--- config.mk ---
export PLATFORM = sky130hd
export DESIGN_NAME = wiegand_frame_receiver
export DESIGN_NICKNAME = d
export VERILOG_FILES = /design/src/wfr_pkg.sv /design/src/wfr_bit_store.sv /design/src/wfr_frame_ctrl.sv /design/src/wiegand_frame_receiver.sv
export SDC_FILE = /design/constraint.sdc
export NUM_CORES = 1
export LEC_CHECK = 0
export BUFFER_PORTS_ARGS = -buffer_cell sky130_fd_sc_hd__buf_4
export CAP_MARGIN = 5
export CORE_MARGIN = 4
export CORE_UTILIZATION = 45
export CTS_CLUSTER_SIZE = 20
export DETAILED_ROUTE_END_ITERATION = 7
export PLACE_DENSITY = 0.68
export SLEW_MARGIN = 20
export SYNTH_ARGS = -nofsm -noshare
export SYNTH_HDL_FRONTEND = slang
export SYNTH_SLANG_ARGS = --single-unit
--- constraint.sdc ---
create_clock -name clk -period 6 [get_ports clk]
set_input_delay 0.9 -clock clk [delete_from_list [all_inputs] [get_ports clk]]
set_output_delay 0.9 -clock clk [all_outputs]
set_load 0.01 [all_outputs]
--- src/wfr_pkg.sv ---
// Package for the Wiegand / clock-data frame receiver.
// Holds the operation and register codes, the payload structs and default sizes.
// No dependencies; every other file of the block imports it.
package wfr_pkg;

  // Operation codes carried by an input item.
  localparam logic [1:0] OP_EDGE = 2'd0;
  localparam logic [1:0] OP_TICK = 2'd1;
  localparam logic [1:0] OP_READ = 2'd2;

  // Configuration register indexes.
  localparam logic [1:0] REG_ENABLE  = 2'd0;
  localparam logic [1:0] REG_MODE    = 2'd1;
  localparam logic [1:0] REG_TIMEOUT = 2'd2;

  localparam int CFG_INDEX_W = 2;
  localparam int CFG_DATA_W  = 16;

  // Default buffer size in bits.
  localparam int MAX_BITS_DEFAULT = 128;

  // Bytes that the 4-bit byte index can reach.
  localparam int READ_BYTES = 16;

  localparam logic [15:0] TIMEOUT_RESET = 16'd50;

  typedef struct packed {
    logic [1:0] operation;
    logic       data_line;
    logic [3:0] byte_index;
  } item_t;

  typedef struct packed {
    logic [7:0]  read_byte;
    logic [7:0]  bit_count;
    logic        frame_done;
    logic [31:0] frames_done_count;
    logic [31:0] overrun_count;
    logic        mode_select;
  } result_t;

  // Frame status after one step, everything of a result except the read byte.
  typedef struct packed {
    logic [7:0]  bit_count;
    logic        frame_done;
    logic [31:0] frames_done_count;
    logic [31:0] overrun_count;
    logic        mode_select;
  } status_t;

endpackage

--- src/wfr_bit_store.sv ---
// Bit buffer of the frame receiver: one bit written per clock edge while wr_en is high, one byte read.
// Bits at or beyond the fill count read as zero, so a new frame needs no clearing.
// Depends on wfr_pkg.
module wfr_bit_store #(
  parameter int MAX_BITS = wfr_pkg::MAX_BITS_DEFAULT,
  parameter int TW       = $clog2(MAX_BITS + 1)
) (
  input  logic          clk,
  input  logic          wr_en,
  input  logic [TW-1:0] wr_pos,
  input  logic          wr_bit,
  input  logic [3:0]    rd_idx,
  input  logic [TW-1:0] fill,
  output logic [7:0]    rd_byte
);
  import wfr_pkg::*;

  localparam int STORE_BYTES = (MAX_BITS + 7) / 8;
  // Only bytes that the read index can reach are kept.
  localparam int NB  = (STORE_BYTES < READ_BYTES) ? STORE_BYTES : READ_BYTES;
  localparam int NBW = (NB > 1) ? $clog2(NB) : 1;

  logic [7:0]  mem [NB];
  logic [31:0] wr_byte;
  logic [31:0] rd_byte_idx;
  logic [31:0] base;
  logic [31:0] fill32;
  logic [7:0]  raw;
  logic [7:0]  mask;

  assign wr_byte = 32'(wr_pos) >> 3;

  always_ff @(posedge clk) begin
    if (wr_en && (wr_byte < 32'(NB))) begin
      mem[wr_byte[NBW-1:0]][~wr_pos[2:0]] <= wr_bit;
    end
  end

  assign rd_byte_idx = 32'(rd_idx);
  assign base        = rd_byte_idx << 3;
  assign fill32      = 32'(fill);

  always_comb begin
    raw = 8'h00;
    if (rd_byte_idx < 32'(NB)) begin
      raw = mem[rd_byte_idx[NBW-1:0]];
    end
    for (int j = 0; j < 8; j++) begin
      mask[7-j] = (base + 32'(j)) < fill32;
    end
  end

  assign rd_byte = raw & mask;

endmodule

--- src/wfr_frame_ctrl.sv ---
// Frame control of the receiver: bit count, done flag, idle timer, tallies and
// the configuration registers. Depends on wfr_pkg.
module wfr_frame_ctrl #(
  parameter int MAX_BITS = wfr_pkg::MAX_BITS_DEFAULT,
  parameter int TW       = $clog2(MAX_BITS + 1)
) (
  input  logic                               clk,
  input  logic                               rst,
  input  logic                               exec,
  input  logic [1:0]                         op,
  input  logic                               data_line,
  input  logic                               cfg_write_en,
  input  logic [wfr_pkg::CFG_INDEX_W-1:0]    cfg_index,
  input  logic [wfr_pkg::CFG_DATA_W-1:0]     cfg_data,
  output logic                               wr_en,
  output logic [TW-1:0]                      wr_pos,
  output logic                               wr_bit,
  output logic [TW-1:0]                      fill,
  output wfr_pkg::status_t                   status_next
);
  import wfr_pkg::*;

  logic [TW-1:0] total, total_next, total_eff;
  logic          done, done_next;
  logic [15:0]   timer, timer_next;
  logic [31:0]   tally_done, tally_done_next;
  logic [31:0]   tally_over, tally_over_next;
  logic          enable, enable_next;
  logic          mode, mode_next;
  logic [15:0]   timeout, timeout_next;
  logic [31:0]   total32;

  always_comb begin
    total_next      = total;
    done_next       = done;
    timer_next      = timer;
    tally_done_next = tally_done;
    tally_over_next = tally_over;
    enable_next     = enable;
    mode_next       = mode;
    timeout_next    = timeout;
    total_eff       = done ? '0 : total;
    wr_en           = 1'b0;
    wr_pos          = total_eff;
    wr_bit          = ~data_line;

    if (exec) begin
      case (op)
        OP_EDGE: begin
          if (enable) begin
            // A finished frame is dropped before the new bit goes in.
            if (done) begin
              total_next = '0;
              done_next  = 1'b0;
            end
            if (32'(total_eff) < 32'(MAX_BITS)) begin
              wr_en      = 1'b1;
              total_next = total_eff + TW'(1);
              timer_next = (timeout == 16'd0) ? 16'd1 : timeout;
            end
          end
        end
        OP_TICK: begin
          if (timer != 16'd0) begin
            timer_next = timer - 16'd1;
            if ((timer == 16'd1) && !done) begin
              done_next = 1'b1;
              if (32'(total) >= 32'(MAX_BITS)) begin
                tally_over_next = tally_over + 32'd1;
              end else begin
                tally_done_next = tally_done + 32'd1;
              end
            end
          end
        end
        default: begin
        end
      endcase
    end

    if (cfg_write_en) begin
      case (cfg_index)
        REG_ENABLE: begin
          if (cfg_data[0] && !enable) begin
            total_next = '0;
            done_next  = 1'b0;
          end
          enable_next = cfg_data[0];
        end
        REG_MODE: begin
          if (cfg_data[0] != mode) begin
            total_next = '0;
            done_next  = 1'b0;
          end
          mode_next = cfg_data[0];
        end
        REG_TIMEOUT: begin
          timeout_next = cfg_data[15:0];
        end
        default: begin
        end
      endcase
    end
  end

  always_ff @(posedge clk) begin
    if (rst) begin
      total      <= '0;
      done       <= 1'b0;
      timer      <= 16'd0;
      tally_done <= 32'd0;
      tally_over <= 32'd0;
      enable     <= 1'b0;
      mode       <= 1'b1;
      timeout    <= TIMEOUT_RESET;
    end else begin
      total      <= total_next;
      done       <= done_next;
      timer      <= timer_next;
      tally_done <= tally_done_next;
      tally_over <= tally_over_next;
      enable     <= enable_next;
      mode       <= mode_next;
      timeout    <= timeout_next;
    end
  end

  assign fill    = total;
  assign total32 = 32'(total_next);

  always_comb begin
    status_next.bit_count         = (total32 > 32'd255) ? 8'hFF : total32[7:0];
    status_next.frame_done        = done_next;
    status_next.frames_done_count = tally_done_next;
    status_next.overrun_count     = tally_over_next;
    status_next.mode_select       = mode_next;
  end

endmodule

--- src/wiegand_frame_receiver.sv ---
// A transferred item sits in the input register, and the step logic loads the result register
// from it as the item advances. Throughput is one item per cycle while results are taken,
// every operation being one step. While a result waits untaken, the input register keeps its
// item, so one more item transfers and then input stalls.
// Reset (rst, synchronous, active high) empties both registers, clears counts, tallies and
// timer, disables reception, selects Wiegand mode and sets the timeout to 50 ticks.
module wiegand_frame_receiver #(
  parameter int MAX_BITS = wfr_pkg::MAX_BITS_DEFAULT
) (
  input  logic                            clk,
  input  logic                            rst,
  input  logic                            item_valid,
  output logic                            item_ready,
  input  wfr_pkg::item_t                  item,
  output logic                            result_valid,
  input  logic                            result_ready,
  output wfr_pkg::result_t                result,
  input  logic                            cfg_write_en,
  input  logic [wfr_pkg::CFG_INDEX_W-1:0] cfg_index,
  input  logic [wfr_pkg::CFG_DATA_W-1:0]  cfg_data
);
  import wfr_pkg::*;

  // Width of the bit counter, able to hold MAX_BITS itself.
  localparam int TW = $clog2(MAX_BITS + 1);

  // Input register: holds the item taken in the previous transfer.
  item_t   item_q;
  logic    item_full;
  // The item in the input register is executed in the cycle it moves on.
  logic    advance;

  status_t       status_next;
  logic          wr_en;
  logic [TW-1:0] wr_pos;
  logic          wr_bit;
  logic [TW-1:0] fill;
  logic [7:0]    rd_byte;
  logic [7:0]    read_byte;

  // The input register moves on whenever the result register is empty or is being
  // emptied in the same cycle; a result that is waiting untaken holds it back.
  assign advance    = item_full && (!result_valid || result_ready);
  assign item_ready = !item_full || advance;

  always_ff @(posedge clk) begin
    if (rst) begin
      item_full <= 1'b0;
    end else if (item_valid && item_ready) begin
      item_full <= 1'b1;
    end else if (advance) begin
      item_full <= 1'b0;
    end
  end

  always_ff @(posedge clk) begin
    if (item_valid && item_ready) begin
      item_q <= item;
    end
  end

  // Frame state: all updates for an edge or a tick happen as the item advances.
  wfr_frame_ctrl #(
    .MAX_BITS (MAX_BITS),
    .TW       (TW)
  ) u_ctrl (
    .clk          (clk),
    .rst          (rst),
    .exec         (advance),
    .op           (item_q.operation),
    .data_line    (item_q.data_line),
    .cfg_write_en (cfg_write_en),
    .cfg_index    (cfg_index),
    .cfg_data     (cfg_data),
    .wr_en        (wr_en),
    .wr_pos       (wr_pos),
    .wr_bit       (wr_bit),
    .fill         (fill),
    .status_next  (status_next)
  );

  // The buffer is read with the count as it stands; a read never changes the frame.
  wfr_bit_store #(
    .MAX_BITS (MAX_BITS),
    .TW       (TW)
  ) u_store (
    .clk     (clk),
    .wr_en   (wr_en),
    .wr_pos  (wr_pos),
    .wr_bit  (wr_bit),
    .rd_idx  (item_q.byte_index),
    .fill    (fill),
    .rd_byte (rd_byte)
  );

  // The read byte is only meaningful for a read; every other operation shows zero.
  assign read_byte = (item_q.operation == OP_READ) ? rd_byte : 8'h00;

  // Result register: loaded with the state after the step.
  always_ff @(posedge clk) begin
    if (rst) begin
      result_valid <= 1'b0;
    end else if (advance) begin
      result_valid <= 1'b1;
    end else if (result_ready) begin
      result_valid <= 1'b0;
    end
  end

  always_ff @(posedge clk) begin
    if (advance) begin
      result.read_byte         <= read_byte;
      result.bit_count         <= status_next.bit_count;
      result.frame_done        <= status_next.frame_done;
      result.frames_done_count <= status_next.frames_done_count;
      result.overrun_count     <= status_next.overrun_count;
      result.mode_select       <= status_next.mode_select;
    end
  end

endmodule

==> results_dict.tcl, run 1 <==
set metrics [dict create \
    start_util 0.455 \
    cp_cell_sequence "inv_1 > ha_1 > or4b_1 > or4_1 > or3_2 > nor3_1 > mux2_2" \
    skew_ns 0.0226 \
    numCtsBuffers 35 \
    regArea_um2 8780 \
    port_buffers 113 \
    synthesis.instances 1308 \
    wl_per_cell_um 18.9 \
    htree_levels 2 \
    crit_fanout 36 \
    grt_pass1_wl_um 56000 \
    postCtsResizedCells 0 \
    finalSetupViolations 0 \
    die_h_um 189 \
    num_vias 10494 \
    clk_latency_ns 0.53 \
    swShare 0.220 \
    period_share 0.580 \
    r2r-start "u_ctrl.timer[0]$_SDFFE_PP0P_" \
    synth_area_um2 14800 \
    combPwrFrac 0.049 \
    hold_path_class "flop to flop" \
    die_w_um 189 \
    synth_top_cell_area_share 0.440 \
    ys_ff_latch 330 \
    grt_max_degree 129 \
    cp-startpoint "u_ctrl.timer[0]$_SDFFE_PP0P_" \
    clkPwrFrac 0.441 \
    place.gp.congestion 0.863 \
    drv_cap 0 \
    synth_most_common_cell "edfxtp_1" \
    peakVddDrop_mv 0.240 \
    max_stage_delay_ns 0.78 \
    synth_warnings 0 \
    drt_iter0_markers 765 \
    rsz0062_at_grt "no" \
    antenna_found_initial 0 \
    fmax_mhz 288 \
    cp.required_ns 6.41 \
    finalSetupTns_ns 0 \
    r2r_slack_ns 2.52 \
    drc_errors 0 \
    grt_pass1_vias 10128 \
    min_period_ns 3.48 \
    post-dp-hpwl_um 23100 \
    ys.flop_type "edfxtp_1" \
    multi_input_area_um2 5650 \
    num-fill-cells 2870 \
    drv_slew 0 \
    dieArea_um2 35900 \
    place_area_um2 16000 \
    num-nets-final 1432 \
    grt_overflow 0 \
    io_pins 114 \
    worstHoldStart "u_ctrl.timeout[10]$_SDFFE_PP0P_" \
    avgSynthCellArea_um2 11.3 \
    viasPerCell 5.64 \
    synth_common_cells "edfxtp_1 (217), nor2_1 (200), nand2_1 (115)" \
    clk_pin_slew_worst_paths_ns 0.06 \
    ant_nets 0 \
    grt_use_total 0.194 \
    cts_tree "built" \
    end_kind "flop" \
    area_delta_synth_final_pct 15.8 \
    synth_nets 1349 \
    antenna_cells 0 \
    core_area_um2 32500 \
    synth_edf_count 217 \
    synth_area_leader_cell "edfxtp_1" \
    cts_max_path_buffers 3 \
    hold_ws_ns 0.472 \
    ys_top_cells_by_area "edfxtp_1 (44%), dfxtp_1 (15%), mux4_2 (5.9%), nor2_1 (5.1%), nand2_1 (2.9%)" \
    worst_path_max_delay_cell "or3_2" \
    p_per_area_nw_per_um2 285 \
    postSynth.asyncResetShare 0 \
    switchingPower_mw 1.08 \
    post_cts_buffers 0 \
    cp-start-kind "flop" \
    worst_pin_slew_ns 1.03 \
    synth-seq-area-share 0.593 \
    firstDrtPassIters 5 \
    maxSlewHeadroom 0.310 \
    status "completed" \
    routed_wl_um 35100 \
    p_leak_nw 5.88 \
    hold_buffers 0 \
    stdcell_area_um2 17200 \
    clock-sinks 330 \
    layout-drive-gt1-share 0.190 \
    p_seq_frac 0.510 \
    cts_root_buffer "clkbuf_16" \
    rows 66 \
    arrival_ns 3.89 \
    crit_type "flop to flop" \
    p_int_mw 3.81 \
    synth_cell_types 63 \
    final_hold_viol_count 0 \
]
## logic make-up after synthesis
| logic type | after synthesis | synth area share |
|---|---|---|
| AO/OA/AOI/OAI | 174 | 0.0728 |
| XOR/XNOR | 34 | 0.0201 |
| adder cells (fa/ha/maj) | 11 | 0.00929 |
| buffers and inverters | 101 | 0.0267 |
| flip-flops | 330 | 0.593 |
| multiplexers | 71 | 0.0834 |
| AND/OR/NAND/NOR | 587 | 0.195 |
## per-stage QoR
step | setup slack [ns] | std cells | total power [mW] | utilization
6_report | 2.52 | 1860 | 4.89 | 0.527
3_3_place_gp | 2.55 | 1795 | 2.78 | 0.491
5_1_grt | 2.39 | 1860 | 5.06 | 0.527
3_5_place_dp | 2.46 | 1796 | 2.78 | 0.492
4_1_cts | 2.40 | 1860 | 4.94 | 0.527
2_1_floorplan | 2.65 | 1308 | 2.67 | -
## per-layer routing
metal	vias to the layer above	GRT usage	part of all wire
met1	5130	0.267	0.43
met3	40	0.0380	0.067
met5	-	0	0
li1	4982	-	-
met2	342	0.321	0.48
met4	0	0.0403	0.015
## registers in the layout (all words and copies together) (netlist names), named ones only
| register | cells |
|---|---|
| u_ctrl.done | 1 |
| u_ctrl.timer | 16 |
| u_ctrl.timeout | 16 |
| u_ctrl.tally_done | 32 |
| u_ctrl.mode | 1 |
| item_q | 7 |
| result_valid | 1 |
| u_ctrl.tally_over | 32 |
| item_full | 1 |
| result | 82 |
| u_ctrl.fill | 8 |
| u_ctrl.enable | 1 |
| u_store.mem | 128 |
## final timing paths
check | to | cells past startpoint
min reg2reg | u_ctrl.timeout[10]$_SDFFE_PP0P_ | 2
min | u_ctrl.timeout[10]$_SDFFE_PP0P_ | 2
max reg2reg | u_ctrl.tally_done[31]$_SDFF_PP0_ | 7
max | u_ctrl.tally_done[31]$_SDFF_PP0_ | 7
## layout make-up
type                            instances  area share
Timing Repair Buffer                  123      0.0545
Tap cell                              442      0.0322
Inverter                               24     0.00532
Clock buffer                           45      0.0562
Clock inverter                         19      0.0112
Multi-Input combinational cell        877       0.329
Sequential cell                       330       0.512
## placed cells by master, fill, tap and decap left out, types with 32 or more instances in the layout
cell,instances
nor2b_1,36
o21ai_0,32
clkbuf_16,36
nand2_1,115
mux4_2,39
buf_4,121
nand3_1,59
edfxtp_1,217
a21oi_1,67
nor2_1,200
dfxtp_1,111
## power by group through the flow
| stage | sequential (mW) | combinational (mW) | clock (mW) |
|---|---|---|---|
| final | 2.49 | 0.240 | 2.16 |
| after global routing | 2.49 | 0.262 | 2.30 |
| after CTS | 2.49 | 0.243 | 2.20 |
| after detailed placement | 2.54 | 0.243 | 0 |
| after global placement | 2.54 | 0.238 | 0 |
| after floorplan | 2.54 | 0.139 | 0 |
## worst max-delay path: cells and delay by family, from the launching register on
kind / cells / cell delay (ns)
fa+ha+maj: 1 / 0.28
simple gates: 4 / 2.21
buf+inv: 1 / 0.10
flops: 1 / 0.39
mux: 1 / 0.37
Note: power is estimated with default switching activity, not from simulation.
==> run 2: changes to the inputs <==
--- a/config.mk
+++ b/config.mk
@@ -11,7 +11,7 @@
 export CORE_UTILIZATION = 45
 export CTS_CLUSTER_SIZE = 20
 export DETAILED_ROUTE_END_ITERATION = 7
-export PLACE_DENSITY = 0.68
+export PLACE_DENSITY = 0.7
 export SLEW_MARGIN = 20
 export SYNTH_ARGS = -nofsm -noshare
 export SYNTH_HDL_FRONTEND = slang
==> constraint.sdc (replaced) <==
create_clock -name clk -period 3.1 [get_ports clk]
set_input_delay 0.465 -clock clk [delete_from_list [all_inputs] [get_ports clk]]
set_output_delay 0.465 -clock clk [all_outputs]
set_load 0.01 [all_outputs]
==> results_dict.tcl, run 2 (synthesis results as in run 1) <==
set metrics [dict create \
    firstDrtPassIters 5 \
    die_h_um 189 \
    num-nets-final 1457 \
    core_area_um2 32500 \
    max_stage_delay_ns 0.50 \
    grt_pass1_vias 10298 \
    post-dp-hpwl_um 23200 \
    cp-start-kind "flop" \
    rows 66 \
    reg2reg_to "u_ctrl.tally_done[25]$_SDFF_PP0_" \
    worstHoldStart "item[6]" \
    rsz0062_at_grt "no" \
    port_buffers 113 \
    skew_ns 0.0221 \
    crit_type "flop to flop" \
    drv_cap 0 \
    cp.required_ns 3.54 \
    clk_latency_ns 0.53 \
    dieArea_um2 35900 \
    final_common_cell "edfxtp_1" \
    maxSlewHeadroom 0.245 \
    antenna_cells 0 \
    antenna_found_initial 0 \
    post_cts_buffers 0 \
    cts_tree "built" \
    p_leak_nw 6.05 \
    cts_root_buffer "clkbuf_16" \
    p_total_mw 9.45 \
    r2r_slack_ns 0.19 \
    largest_register_ffs 128 \
    r2r-start "u_ctrl.timer[0]$_SDFFE_PP0P_" \
    drc_errors 0 \
    worst_pin_slew_ns 1.13 \
    viasPerCell 5.65 \
    finalSetupTns_ns 0 \
    end_kind "flop" \
    crit_fanout 36 \
    peakVddDrop_mv 0.518 \
    min_period_ns 2.91 \
    layout-drive-gt1-share 0.200 \
    hold_ws_ns 0.119 \
    arrival_ns 3.35 \
    drv_slew 0 \
    routed_wl_um 35100 \
    num-fill-cells 2822 \
    area_delta_synth_final_pct 17.5 \
    io_pins 114 \
    clock-sinks 330 \
    finalSetupViolations 0 \
    fmax_mhz 344 \
    start_util 0.455 \
    grt_max_degree 129 \
    min_to "item_q[6]$_DFFE_PP_" \
    hold_path_class "input pin to flop" \
    grt_overflow 0 \
    grt_pass1_wl_um 55800 \
    worstHoldPathCells 1 \
    worst_r2r_path_depth 8 \
    grt_use_total 0.192 \
    place.gp.congestion 0.855 \
    ant_nets 0 \
    worst_path_max_delay_cell "or4_1" \
    final_cell_mix "edfxtp_1 (217), nor2_1 (200), buf_4 (140)" \
    crit_path_frequent_cell "or4_1" \
    final_hold_viol_count 0 \
    num_vias 10658 \
    numCtsBuffers 37 \
    cp_cell_sequence "inv_1 > ha_1 > or4b_1 > or4_1 > or3_1 > buf_12 > or4_1 > a21oi_1" \
    htree_levels 2 \
    period_share 0.938 \
    cts_max_path_buffers 3 \
    status "completed" \
    clk_pin_slew_worst_paths_ns 0.06 \
    wl_per_cell_um 18.6 \
    p_per_area_nw_per_um2 543 \
    drt_iter0_markers 889 \
    die_w_um 189 \
]
## run 2: timing repair
action,4_1_cts,5_1_grt
hold buffers,0,0
setup endpoints to repair,0,3
gates resized for setup,0,4
## run 2: routing by layer
metal / track usage / share of wire / vias to the layer above
li1: - / - / 5042
met1: 0.258 / 0.43 / 5225
met2: 0.322 / 0.48 / 324
met3: 0.0339 / 0.061 / 67
met4: 0.0554 / 0.025 / 0
met5: 0 / 0 / -
## run 2: cell type report
| cell class | count | area, um^2 | share of cell area |
|---|---|---|---|
| Clock inverter | 19 | 170 | 0.00978 |
| Timing Repair Buffer | 146 | 1160 | 0.0668 |
| Tap cell | 442 | 553 | 0.0318 |
| Inverter | 24 | 91.3 | 0.00525 |
| Multi-Input combinational cell | 877 | 5670 | 0.326 |
| Clock buffer | 49 | 981 | 0.0564 |
| Sequential cell | 330 | 8780 | 0.504 |
## run 2: critical path, delay by kind of cell (launching register included)
family / cells / cell delay, ns
and+or+nand+nor: 4 / 1.79
AOI/OAI and AO/OA: 1 / 0.17
adders and majority gates: 1 / 0.22
DFF: 1 / 0.36
buffers and inverters: 2 / 0.27
## run 2: worst max-delay path by stage
stage / from / depth (start not counted) / to / slack [ns]
6_report: u_ctrl.timer[0]$_SDFFE_PP0P_ / 8 / u_ctrl.tally_done[25]$_SDFF_PP0_ / 0.19
5_1_grt: u_ctrl.timer[0]$_SDFFE_PP0P_ / 8 / u_ctrl.tally_over[25]$_SDFF_PP0_ / 0.07
4_1_cts: u_ctrl.timer[0]$_SDFFE_PP0P_ / 8 / u_ctrl.tally_done[31]$_SDFF_PP0_ / 0.08
3_5_place_dp: u_ctrl.timer[0]$_SDFFE_PP0P_ / 8 / u_ctrl.tally_over[25]$_SDFF_PP0_ / 0.09
3_3_place_gp: u_ctrl.timer[0]$_SDFFE_PP0P_ / 8 / u_ctrl.tally_done[31]$_SDFF_PP0_ / 0.18
2_1_floorplan: u_ctrl.timer[0]$_SDFFE_PP0P_ / 10 / result[22]$_DFFE_PP_ / 0.09
## run 2: stage by stage
stage          cells  area (um^2)  utilization  setup WS, ns
2_1_floorplan   1308        14800            -        0.0922
3_3_place_gp    1819        16200        0.499         0.180
3_5_place_dp    1819        16200        0.499        0.0922
4_1_cts         1887        17400        0.534        0.0794
5_1_grt         1887        17400        0.535        0.0731
6_report        1887        17400        0.535         0.193
## run 2: where the power goes
part	internal, mW	switching, mW
logic	0.225	0.261
clock network	2.42	1.74
registers	4.76	0.0527
total	7.40	2.05
